`config.mk`:
```
export PLATFORM = sky130hd
export DESIGN_NAME = rc_serial_frame_decoder_unit
export DESIGN_NICKNAME = d
export VERILOG_FILES = /design/src/rsfd_pkg.sv /design/src/rsfd_frame_buf.sv /design/src/rc_serial_frame_decoder_unit.sv
export VERILOG_INCLUDE_DIRS = /design/src /design/src/src
export SDC_FILE = /design/constraint.sdc
export NUM_CORES = 1
export LEC_CHECK = 0
export ABC_AREA = 1
export BUFFER_PORTS_ARGS = -buffer_cell sky130_fd_sc_hd__buf_4
export CORE_MARGIN = 3
export CORE_UTILIZATION = 53
export CTS_CLUSTER_SIZE = 40
export DETAILED_ROUTE_END_ITERATION = 6
export PLACE_DENSITY_LB_ADDON = 0.05
export SYNTH_ARGS = -nofsm -noshare
export SYNTH_HDL_FRONTEND = slang
export SYNTH_SLANG_ARGS = --single-unit
export TNS_END_PERCENT = 5
```
`constraint.sdc`:
```
create_clock -name clk -period 3.18 [get_ports clk]
set_input_delay 0.318 -clock clk [delete_from_list [all_inputs] [get_ports clk]]
set_output_delay 0.318 -clock clk [all_outputs]
set_load 0.02 [all_outputs]
```
`src/rc_serial_frame_decoder_unit_assert.svh`:
```
// ----------------------------------------------------------------------------
// rc serial frame decoder assertion macros
// immediate-antecedent and next-cycle property checks, clocked on clk
// ----------------------------------------------------------------------------
`ifndef RC_SERIAL_FRAME_DECODER_UNIT_ASSERT_SVH
`define RC_SERIAL_FRAME_DECODER_UNIT_ASSERT_SVH

`ifndef SYNTH

// same-cycle implication
`define RSFD_ASSERT_NOW(label, ante, cons) \
  label: assert property (@(posedge clk) disable iff (!rst_n) (ante) |-> (cons)) \
    else $error("rsfd check failed");

// next-cycle implication
`define RSFD_ASSERT_NEXT(label, ante, cons) \
  label: assert property (@(posedge clk) disable iff (!rst_n) (ante) |=> (cons)) \
    else $error("rsfd check failed");

`else

`define RSFD_ASSERT_NOW(label, ante, cons)
`define RSFD_ASSERT_NEXT(label, ante, cons)

`endif

`endif

```
`src/rsfd_pkg.sv`:
```
// ----------------------------------------------------------------------------
// rsfd_pkg
// shared types and constants of the rc serial frame decoder
// ----------------------------------------------------------------------------
package rsfd_pkg;

  localparam int CHANNEL_BITS = 11;

  localparam logic [7:0] START_BYTE = 8'h0F;
  localparam logic [7:0] FRAME_LEN  = 8'd25;
  localparam logic [7:0] IDLE_MAX   = 8'hFF;
  localparam logic [7:0] IDLE_TICKS_RST = 8'd2;

  typedef enum logic [1:0] {
    CMD_BYTE = 2'd0,
    CMD_TICK = 2'd1,
    CMD_READ = 2'd2,
    CMD_NONE = 2'd3
  } cmd_t;

  typedef struct packed {
    logic wr;
    logic shift;
  } frame_ctrl_t;

endpackage

```
`src/rsfd_frame_buf.sv`:
```
// ----------------------------------------------------------------------------
// rsfd_frame_buf
// frame byte store with a channel shifter that yields one channel per step
// ----------------------------------------------------------------------------
module rsfd_frame_buf #(
  parameter int NUM_CHANNELS = 12
) (
  input  logic                             clk,
  input  rsfd_pkg::frame_ctrl_t            ctrl,
  input  logic [$clog2(1 + (NUM_CHANNELS * rsfd_pkg::CHANNEL_BITS + 7) / 8)-1:0] wr_idx,
  input  logic [7:0]                       wr_data,
  output logic [7:0]                       first_byte,
  output logic [rsfd_pkg::CHANNEL_BITS-1:0] chan_bits
);

  localparam int FRAME_KEEP = 1 + (NUM_CHANNELS * rsfd_pkg::CHANNEL_BITS + 7) / 8;
  localparam int IDX_W      = $clog2(FRAME_KEEP);
  localparam int BITS_W     = (FRAME_KEEP - 1) * 8;

  logic [7:0]        first_byte_r;
  logic [BITS_W-1:0] payload_r;

  always_ff @(posedge clk) begin
    if (ctrl.wr) begin
      if (wr_idx == '0) begin
        first_byte_r <= wr_data;
      end
      for (int i = 1; i < FRAME_KEEP; i++) begin
        if (wr_idx == IDX_W'(i)) begin
          payload_r[(i - 1) * 8 +: 8] <= wr_data;
        end
      end
    end else if (ctrl.shift) begin
      payload_r <= payload_r >> rsfd_pkg::CHANNEL_BITS;
    end
  end

  assign first_byte = first_byte_r;
  assign chan_bits  = payload_r[rsfd_pkg::CHANNEL_BITS-1:0];

endmodule

```
`src/rc_serial_frame_decoder_unit.sv`:
```
// ----------------------------------------------------------------------------
// rc_serial_frame_decoder_unit
// bytes, ticks and reads are handled when accepted; a frame-ending tick on a valid
// frame stalls the input while the frame unpacks, one channel per cycle through the
// shared frame shifter. read result is registered, in the cycle after the request
// synchronous active-low reset clears counters, channels and idle_ticks to 2
// ----------------------------------------------------------------------------
`include "rc_serial_frame_decoder_unit_assert.svh"

module rc_serial_frame_decoder_unit #(
  parameter int NUM_CHANNELS = 12
) (
  input  logic        clk,
  input  logic        rst_n,
  input  logic        cfg_wr_en,
  input  logic [7:0]  cfg_wr_data,
  input  logic        in_valid,
  output logic        in_stall,
  input  logic [1:0]  in_cmd,
  input  logic [7:0]  in_byte_value,
  input  logic [3:0]  in_channel_number,
  output logic        out_valid,
  input  logic        out_stall,
  output logic [10:0] out_channel_value
);

  localparam int FRAME_KEEP = 1 + (NUM_CHANNELS * rsfd_pkg::CHANNEL_BITS + 7) / 8;
  localparam int IDX_W      = $clog2(FRAME_KEEP);
  localparam int CH_W       = (NUM_CHANNELS > 1) ? $clog2(NUM_CHANNELS) : 1;

  typedef enum logic {
    ST_IDLE,
    ST_UNPACK
  } state_t;

  state_t state_r, state_nxt;
  logic [7:0]  idle_ticks_r, idle_ticks_nxt;
  logic [7:0]  byte_count_r, byte_count_nxt;
  logic [7:0]  idle_count_r, idle_count_nxt;
  logic [CH_W-1:0] ch_r, ch_nxt;
  logic [rsfd_pkg::CHANNEL_BITS-1:0] chan_store_r [NUM_CHANNELS];
  logic        out_valid_r, out_valid_nxt;
  logic [10:0] out_value_r, out_value_nxt;

  logic        accept;
  logic        frame_end;
  logic [7:0]  idle_inc;
  logic [3:0]  rd_idx;
  logic        rd_ok;
  rsfd_pkg::frame_ctrl_t fb_ctrl;
  logic [7:0]  first_byte;
  logic [rsfd_pkg::CHANNEL_BITS-1:0] chan_bits;

  assign in_stall = (state_r == ST_UNPACK) || (out_valid_r && out_stall);
  assign accept   = in_valid && !in_stall;
  assign idle_inc = idle_count_r + 8'd1;
  assign frame_end = accept && (rsfd_pkg::cmd_t'(in_cmd) == rsfd_pkg::CMD_TICK) &&
                     (idle_count_r != rsfd_pkg::IDLE_MAX) && (idle_inc == idle_ticks_r);
  assign rd_idx   = in_channel_number - 4'd1;
  assign rd_ok    = (in_channel_number != 4'd0) &&
                    ({1'b0, in_channel_number} <= 5'(NUM_CHANNELS));

  rsfd_frame_buf #(
    .NUM_CHANNELS (NUM_CHANNELS)
  ) u_frame_buf (
    .clk        (clk),
    .ctrl       (fb_ctrl),
    .wr_idx     (byte_count_r[IDX_W-1:0]),
    .wr_data    (in_byte_value),
    .first_byte (first_byte),
    .chan_bits  (chan_bits)
  );

  always_comb begin
    state_nxt      = state_r;
    idle_ticks_nxt = cfg_wr_en ? cfg_wr_data : idle_ticks_r;
    byte_count_nxt = byte_count_r;
    idle_count_nxt = idle_count_r;
    ch_nxt         = ch_r;
    out_valid_nxt  = out_valid_r && out_stall;
    out_value_nxt  = out_value_r;
    fb_ctrl.wr     = 1'b0;
    fb_ctrl.shift  = 1'b0;

    case (state_r)
      ST_IDLE: begin
        if (accept) begin
          case (rsfd_pkg::cmd_t'(in_cmd))
            rsfd_pkg::CMD_BYTE: begin
              idle_count_nxt = 8'd0;
              fb_ctrl.wr     = byte_count_r < 8'(FRAME_KEEP);
              byte_count_nxt = byte_count_r + 8'd1;
            end
            rsfd_pkg::CMD_TICK: begin
              if (idle_count_r != rsfd_pkg::IDLE_MAX) begin
                idle_count_nxt = idle_inc;
              end
              if (frame_end) begin
                byte_count_nxt = 8'd0;
                if ((byte_count_r == rsfd_pkg::FRAME_LEN) &&
                    (first_byte == rsfd_pkg::START_BYTE)) begin
                  state_nxt = ST_UNPACK;
                  ch_nxt    = '0;
                end
              end
            end
            rsfd_pkg::CMD_READ: begin
              out_valid_nxt = 1'b1;
              out_value_nxt = rd_ok ? chan_store_r[rd_idx[CH_W-1:0]] : 11'd0;
            end
            default: begin
            end
          endcase
        end
      end
      ST_UNPACK: begin
        fb_ctrl.shift = 1'b1;
        ch_nxt        = ch_r + 1'b1;
        if (ch_r == CH_W'(NUM_CHANNELS - 1)) begin
          state_nxt = ST_IDLE;
        end
      end
      default: begin
        state_nxt = ST_IDLE;
      end
    endcase
  end

  always_ff @(posedge clk) begin
    if (!rst_n) begin
      state_r      <= ST_IDLE;
      idle_ticks_r <= rsfd_pkg::IDLE_TICKS_RST;
      byte_count_r <= 8'd0;
      idle_count_r <= 8'd0;
      ch_r         <= '0;
      out_valid_r  <= 1'b0;
      for (int i = 0; i < NUM_CHANNELS; i++) begin
        chan_store_r[i] <= '0;
      end
    end else begin
      state_r      <= state_nxt;
      idle_ticks_r <= idle_ticks_nxt;
      byte_count_r <= byte_count_nxt;
      idle_count_r <= idle_count_nxt;
      ch_r         <= ch_nxt;
      out_valid_r  <= out_valid_nxt;
      if (state_r == ST_UNPACK) begin
        chan_store_r[ch_r] <= chan_bits;
      end
    end
    out_value_r <= out_value_nxt;
  end

  assign out_valid         = out_valid_r;
  assign out_channel_value = out_value_r;

  // checks
  `RSFD_ASSERT_NOW(a_busy_stalls, state_r == ST_UNPACK, in_stall)
  `RSFD_ASSERT_NOW(a_ch_range, state_r == ST_UNPACK, ch_r <= CH_W'(NUM_CHANNELS - 1))
  `RSFD_ASSERT_NEXT(a_read_result, accept && (in_cmd == rsfd_pkg::CMD_READ), out_valid)
  `RSFD_ASSERT_NEXT(a_frame_end_clears, frame_end, byte_count_r == 8'd0)

endmodule
```
# Word-level counts from Yosys, hierarchy flattened
# Memory sizes are Yosys's and may differ from the RTL's. A register that Yosys moved wholly into a read port is not among the register bits.
# Cells that the tools add are included.
[op_classes] add_sub_neg=4 multipliers=0 div_mod_pow=0 n_lt_le_gt_ge=2 n_eq_ne=47 shift=0 n_mux=47 bitwise=1 reduce_logical=38
[ops] operator="136-bit 2-to-1 mux" n=2
[ops] operator="8-bit 2-to-1 mux" n=19
[ops] operator="5-bit by 4-bit equality test with 1-bit output, second input constant" n=8
[ops] operator="2-bit by 1-bit != test with 1-bit output, second input constant" n=18
[ops] operator="2-bit AND reduction" n=18
[ops] operator="8-bit case mux with 2 select lines" n=2
[ops] operator="5-bit by 3-bit equality test with 1-bit output, second input constant" n=4
[ops] operator="4-bit 2-to-1 mux" n=5
[ops] operator="8-bit by 1-bit adder with 8-bit output, second input constant" n=2
[ops] operator="1-bit 2-to-1 mux" n=16
[ops] operator="4-bit AND reduction" n=3
[ops] operator="11-bit 2-to-1 mux" n=1
[ops] operator="11-bit OR reduction" n=1
[ops] operator="5-bit by 2-bit equality test with 1-bit output, second input constant" n=2
[ops] operator="5-bit equality test, second input constant" n=2
[ops] operator="2-bit != test, second input constant" n=5
[ops] operator="8-bit by 4-bit equality test with 1-bit output, second input constant" n=1
[ops] operator="8-bit by 5-bit equality test with 1-bit output, second input constant" n=1
[ops] operator="8-bit equality test" n=1
[ops] operator="8-bit by 5-bit less-than comparator with 1-bit output, second input constant" n=1
[ops] operator="8-bit != test, second input constant" n=1
[ops] operator="4-bit case mux with 2 select lines" n=1
[ops] operator="1-bit logical AND" n=7
[ops] operator="5-bit by 1-bit equality test with 1-bit output, second input constant" n=1
[ops] operator="15 further kinds" n=17
[word_totals] ff_bits=174 latch_bits=0 mem_bits_rw=132 rom_bits=0 inputBits=27 out_inout_bits=13 wordCells=164 memories=1
[memory_table] name="chan_store_r" words=12 width=11 read_ports=1 rd_ports_with_merged_regs=1 write_ports=12 line="rc_serial_frame_decoder_unit.sv:41" rtl="logic [rsfd_pkg::CHANNEL_BITS-1:0] chan_store_r [NUM_CHANNELS];"

# Depth between registers and ports, before layout
[logic_depth] ltp_word=11 mapped_depth=15 depth_no_buf=14

# Cells and area by module
# Synthesis repeated with hierarchy kept, for this count alone.
[hier_totals] hier_cells=1461 area_unflattened_um2=15788.9
[modules_own_cells] module="rc_serial_frame_decoder_unit" n_inst=1 cells_per_inst=962 area_per_inst_um2=9948.3 seq_area_each_um2=6216.0
[modules_own_cells] module="rsfd_frame_buf" n_inst=1 cells_per_inst=499 area_per_inst_um2=5840.6 seq_area_each_um2=4324.1

# Worst setup path before layout
# OpenSTA, ideal clock, no wires.
[synth_path] path_type="input-to-reg" startpoint="in in_channel_number[0]" endpoint="reg out_value_r[0], in the netlist out_channel_value[0], read port of chan_store_r, data pin" arrival_time_ns=2.267 setup_slack_ns=0.643 cell_stages=11 path_buffers=6 cell_sequence="buf_2 -> inv_1 -> clkbuf_1 -> buf_2 -> ha_1 -> clkbuf_1 -> clkbuf_1 -> buf_1 -> o221ai_1 -> o211ai_1 -> a21oi_1"
[synth_between] elab_chain_len=3
[synth_lines] item="from (decl)" line="rc_serial_frame_decoder_unit.sv:21" rtl="input logic [3:0] in_channel_number,"
[synth_lines] item="4-bit less-or-equal comparator or 4-bit nonzero test (tied branches)" line="rc_serial_frame_decoder_unit.sv:61, rc_serial_frame_decoder_unit.sv:60"
[synth_lines] item="1-bit logical AND" line="rc_serial_frame_decoder_unit.sv:60" rtl="assign rd_ok = (in_channel_number != 4'd0) &&"
[synth_lines] item="1-bit logical NOT (no source line)"
[synth_lines] item="to (decl)" line="rc_serial_frame_decoder_unit.sv:43" rtl="logic [10:0] out_value_r, out_value_nxt;"
# Several ways; a longest one is shown, not always the timed one.
# A chain may end at the register's enable or synchronous reset.

# Worst setup path after layout
[layout_path] startpoint="reg byte_count_r[3]" endpoint="reg u_frame_buf.payload_r[5] (enable)"
[layout_between] elab_chain_len=6
[layout_lines] item="from (decl)" line="rc_serial_frame_decoder_unit.sv:38" rtl="logic [7:0] byte_count_r, byte_count_nxt;"
[layout_lines] item="from (signal assigned)" line="rc_serial_frame_decoder_unit.sv:143" rtl="byte_count_r <= byte_count_nxt;"
[layout_lines] item="8-bit by 5-bit less-than comparator with 1-bit output" line="rc_serial_frame_decoder_unit.sv:91" rtl="fb_ctrl.wr = byte_count_r < 8'(FRAME_KEEP);"
[layout_lines] item="1-bit 2-to-1 mux" line="rc_serial_frame_decoder_unit.sv:88" rtl="case (rsfd_pkg::cmd_t'(in_cmd))"
[layout_lines] item="1-bit 2-to-1 mux" line="rc_serial_frame_decoder_unit.sv:87" rtl="if (accept) begin"
[layout_lines] item="1-bit 2-to-1 mux" line="rc_serial_frame_decoder_unit.sv:85" rtl="case (state_r)"
[layout_lines] item="2-bit by 1-bit != test with 1-bit output (no source line) or 2-bit nonzero test (tied branches)"
[layout_lines] item="2-bit AND reduction (no source line) *"
[layout_lines] item="to (signal, indexed assignment)" line="rsfd_frame_buf.sv:30" rtl="payload_r[(i - 1) * 8 +: 8] <= wr_data;"
[layout_lines] item="to (signal assigned)" line="rsfd_frame_buf.sv:34" rtl="payload_r <= payload_r >> rsfd_pkg::CHANNEL_BITS;"
[layout_lines] item="to (decl)" line="rsfd_frame_buf.sv:21" rtl="logic [BITS_W-1:0] payload_r;"
# Mark *: on every way between the ends. The rest lies on a longest branch, timed or not.

==> impl_metrics.yaml <==
flow_run:
  maxCapViolCount: 0
global_routing:
  grt_usage_pct: 22.5
  grt_overflow: 0
  grt_pass1_vias: 9849
  antenna_found_initial: 0
  grt_pass1_wl_um: 55000
  grt_start_max_net_pins: 126
pwr:
  power_density_nw_per_um2: 570
  p_leak_nw: 7.04
  ir_worst_vdd_mv: 0.358
cts:
  ctsResizeCount: 0
  cts_tree: "built"
  clkTransAtPathRegs_ns: 0.06
  clock_sinks: 361
  clk_latency_ns: 0.53
  numCtsBuffers: 39
  h-tree-depth: 2
  clock-root-buffer: "clkbuf_16"
  cts_buffer_depth: 3
placed_design:
  dp_hpwl_um: 21900
  port_buffers: 39
  dp.cells: 1801
  place_congestion: 0.815
drt:
  vias: 10400
  ant_nets: 0
  dr.pass1.iters: 5
  viasPerCell: 5.56
  drt_wl_total_um: 34700
  drc: 0
  wl_per_cell_um: 18.6
  drt_iter0_drc: 970
floorplanning:
  core_area_um2: 28900
  initial_core_util_pct: 54.1
  io-pin-count: 40
  rows: 62
  die_h_um: 178
  die_w_um: 178
  die_area_um2: 31600
logic_synthesis:
  synthDistinctLibCells: 41
  synth_top_area_cell: "edfxtp_1"
  syn_area_per_cell_um2: 10.9
  synth_area_leaders: "edfxtp_1, nand2_1, nor2_1, dfxtp_1, o21ai_0"
  synthFlopType: "edfxtp_1"
  synth_top_area_share_pct: 63.6
  yosys_warnings: 0
  async_flop_share_pct: 0
  ys_seq_elements: 361
  syn_area_um2: 15600
  synthMostInstantiatedCell: "nand2_1"
  syn_inst: 1428
  ys_seq_area_share_pct: 67.5
  synthTopCellsByCount: "nand2_1, edfxtp_1, nor2_1"
  synthesis.nets: 1467
  synth_edf_count: 331
layout:
  instances_no_fill: 1869
  area_growth_syn_to_layout_pct: 11.9
  n_antenna_cell: 0
  layout.nets: 1498
  drive_gt1_share_pct: 11.8
timing:
  hold_viol_final: 0
  min_period_over_period_pct: 73.6
  fin_tns_setup_ns: 0
  setup_viol: 0
  drv_slew: 0
  min_period_ns: 2.34
  rsz0062_at_grt: "no"
  fin_skew_ns: 0.0265
  tightest_slew_ns: 0.715
  slew_headroom_pct: 52.2
  max_freq_mhz: 427
worst_setup_path:
  cp_data_arrival_time_ns: 2.55
  critical_path_class: "reg -> reg"
  cp-start-kind: "flop"
  end_kind: "flop"
  worst_ep_required_time_ns: 3.39
  crit_fanout: 10
worst_hold_path:
  hold_path_class: "in -> reg"
run_status:
  outcome: "finished clean"
[sequential cells by signal, indices dropped and copies added (netlist names)]
name,count
idle_count_r,8
out_channel_value,11
out_valid,1
ch_r,4
chan_store_r,176
u_frame_buf.payload_r,136
idle_ticks_r,8
state_r,1
u_frame_buf.first_byte,8
byte_count_r,8
[worst paths after layout]
kind                                                   start                             endpoint  slack, ns  cells past startpoint
worst min register to register  idle_ticks_r[1]$_SDFFE_PN1P_         idle_ticks_r[1]$_SDFFE_PN1P_       0.48                      2
worst min-delay path                        in_byte_value[3]  u_frame_buf.first_byte[3]$_DFFE_PP_       0.02                      1
worst max register to register  byte_count_r[3]$_SDFFE_PN0P_   u_frame_buf.payload_r[5]$_DFFE_PP_       0.84                      8
worst max-delay path            byte_count_r[3]$_SDFFE_PN0P_   u_frame_buf.payload_r[5]$_DFFE_PP_       0.84                      8
[final cells by class]
type                    count  area (um^2)
inverters                  65          244
flip-flops and latches    361        10500
multi-input cells         910         4440
clock buffers              48         1010
well taps                 384          480
fillers                  2363        11400
clock inverters            19          114
repair buffers             82          656
[cells by family (layout without fill, tap and decap cells)]
group / count (synthesis) / after routing / share of synthesized area, %
compound gates: 183 / 183 / 7.46
xor+xnor: 5 / 5 / 0.280
fa+ha+maj: 12 / 12 / 0.961
buf+inv: 157 / 214 / 4.36
flops: 361 / 361 / 67.5
mux: 23 / 23 / 1.47
simple gates: 687 / 687 / 18.0
[worst max-delay path, stage by stage, from the launching register on]
cell	delay, ns
dfxtp_1	0.37
nor2_1	0.22
inv_1	0.13
nor2_1	0.26
nor2_1	0.18
nor2_8	0.34
nand3_2	0.11
o21ai_0	0.19
buf_4	0.23
[metrics by stage]
| step | setup slack [ns] | utilization, % | hold WS (ns) | power (W) | area, um^2 |
|---|---|---|---|---|---|
| final | 0.839 | 60.6 | 0.0162 | 0.00996 | 17500 |
| after CTS | 0.814 | 60.6 | 0.00122 | 0.0100 | 17500 |
| after global placement | 0.846 | 56.7 | 0.466 | 0.00598 | 16300 |
| after global routing | 0.673 | 60.6 | 0.0102 | 0.0103 | 17500 |
| after floorplan | 0.643 | - | 0.417 | 0.00577 | 15600 |
| after detailed placement | 0.821 | 56.7 | 0.467 | 0.00599 | 16300 |
[cells in the final DEF (no fill, tap or decap), types with 4 or more instances in the layout]
| cell type | synthesis | routed |
|---|---|---|
| a21oi_1 | 40 | 40 |
| buf_4 | 1 | 78 |
| clkbuf_1 | 64 | 9 |
| clkbuf_16 | 0 | 39 |
| clkinv_1 | 2 | 10 |
| clkinv_2 | 0 | 9 |
| dfxtp_1 | 30 | 30 |
| edfxtp_1 | 331 | 331 |
| ha_1 | 12 | 11 |
| inv_1 | 53 | 52 |
| inv_2 | 10 | 11 |
| mux2i_1 | 23 | 23 |
| nand2_1 | 344 | 344 |
| nand2_2 | 10 | 10 |
| nand2_4 | 8 | 8 |
| nand3_1 | 34 | 34 |
| nand4_1 | 8 | 8 |
| nor2_1 | 264 | 264 |
| nor3_1 | 6 | 5 |
| o211ai_1 | 21 | 21 |
| o21ai_0 | 68 | 68 |
| o221ai_1 | 23 | 23 |
| o31ai_1 | 4 | 4 |
| o32ai_1 | 21 | 21 |
[where the power goes]
part	leakage [nW]	internal [W]	total, W	switching, W
logic	3.08	0.000197	0.000612	0.000414
clock network	0.558	0.00233	0.00407	0.00174
registers	3.40	0.00524	0.00528	0.0000340
[what timing repair did]
action / CTS / global route
setup buffers: 0 / 0
endpoints found under the hold margin: 1 / 0
hold buffers: 1 / 0
[metal layers]
layer / part of all wire, % / global-route usage, %
met1: 44 / 33.8
met2: 46 / 34.8
met3: 7.4 / 3.34
met4: 1.9 / 5.53
met5: 0 / 0
No activity file was read; power rests on OpenSTA's default activity.
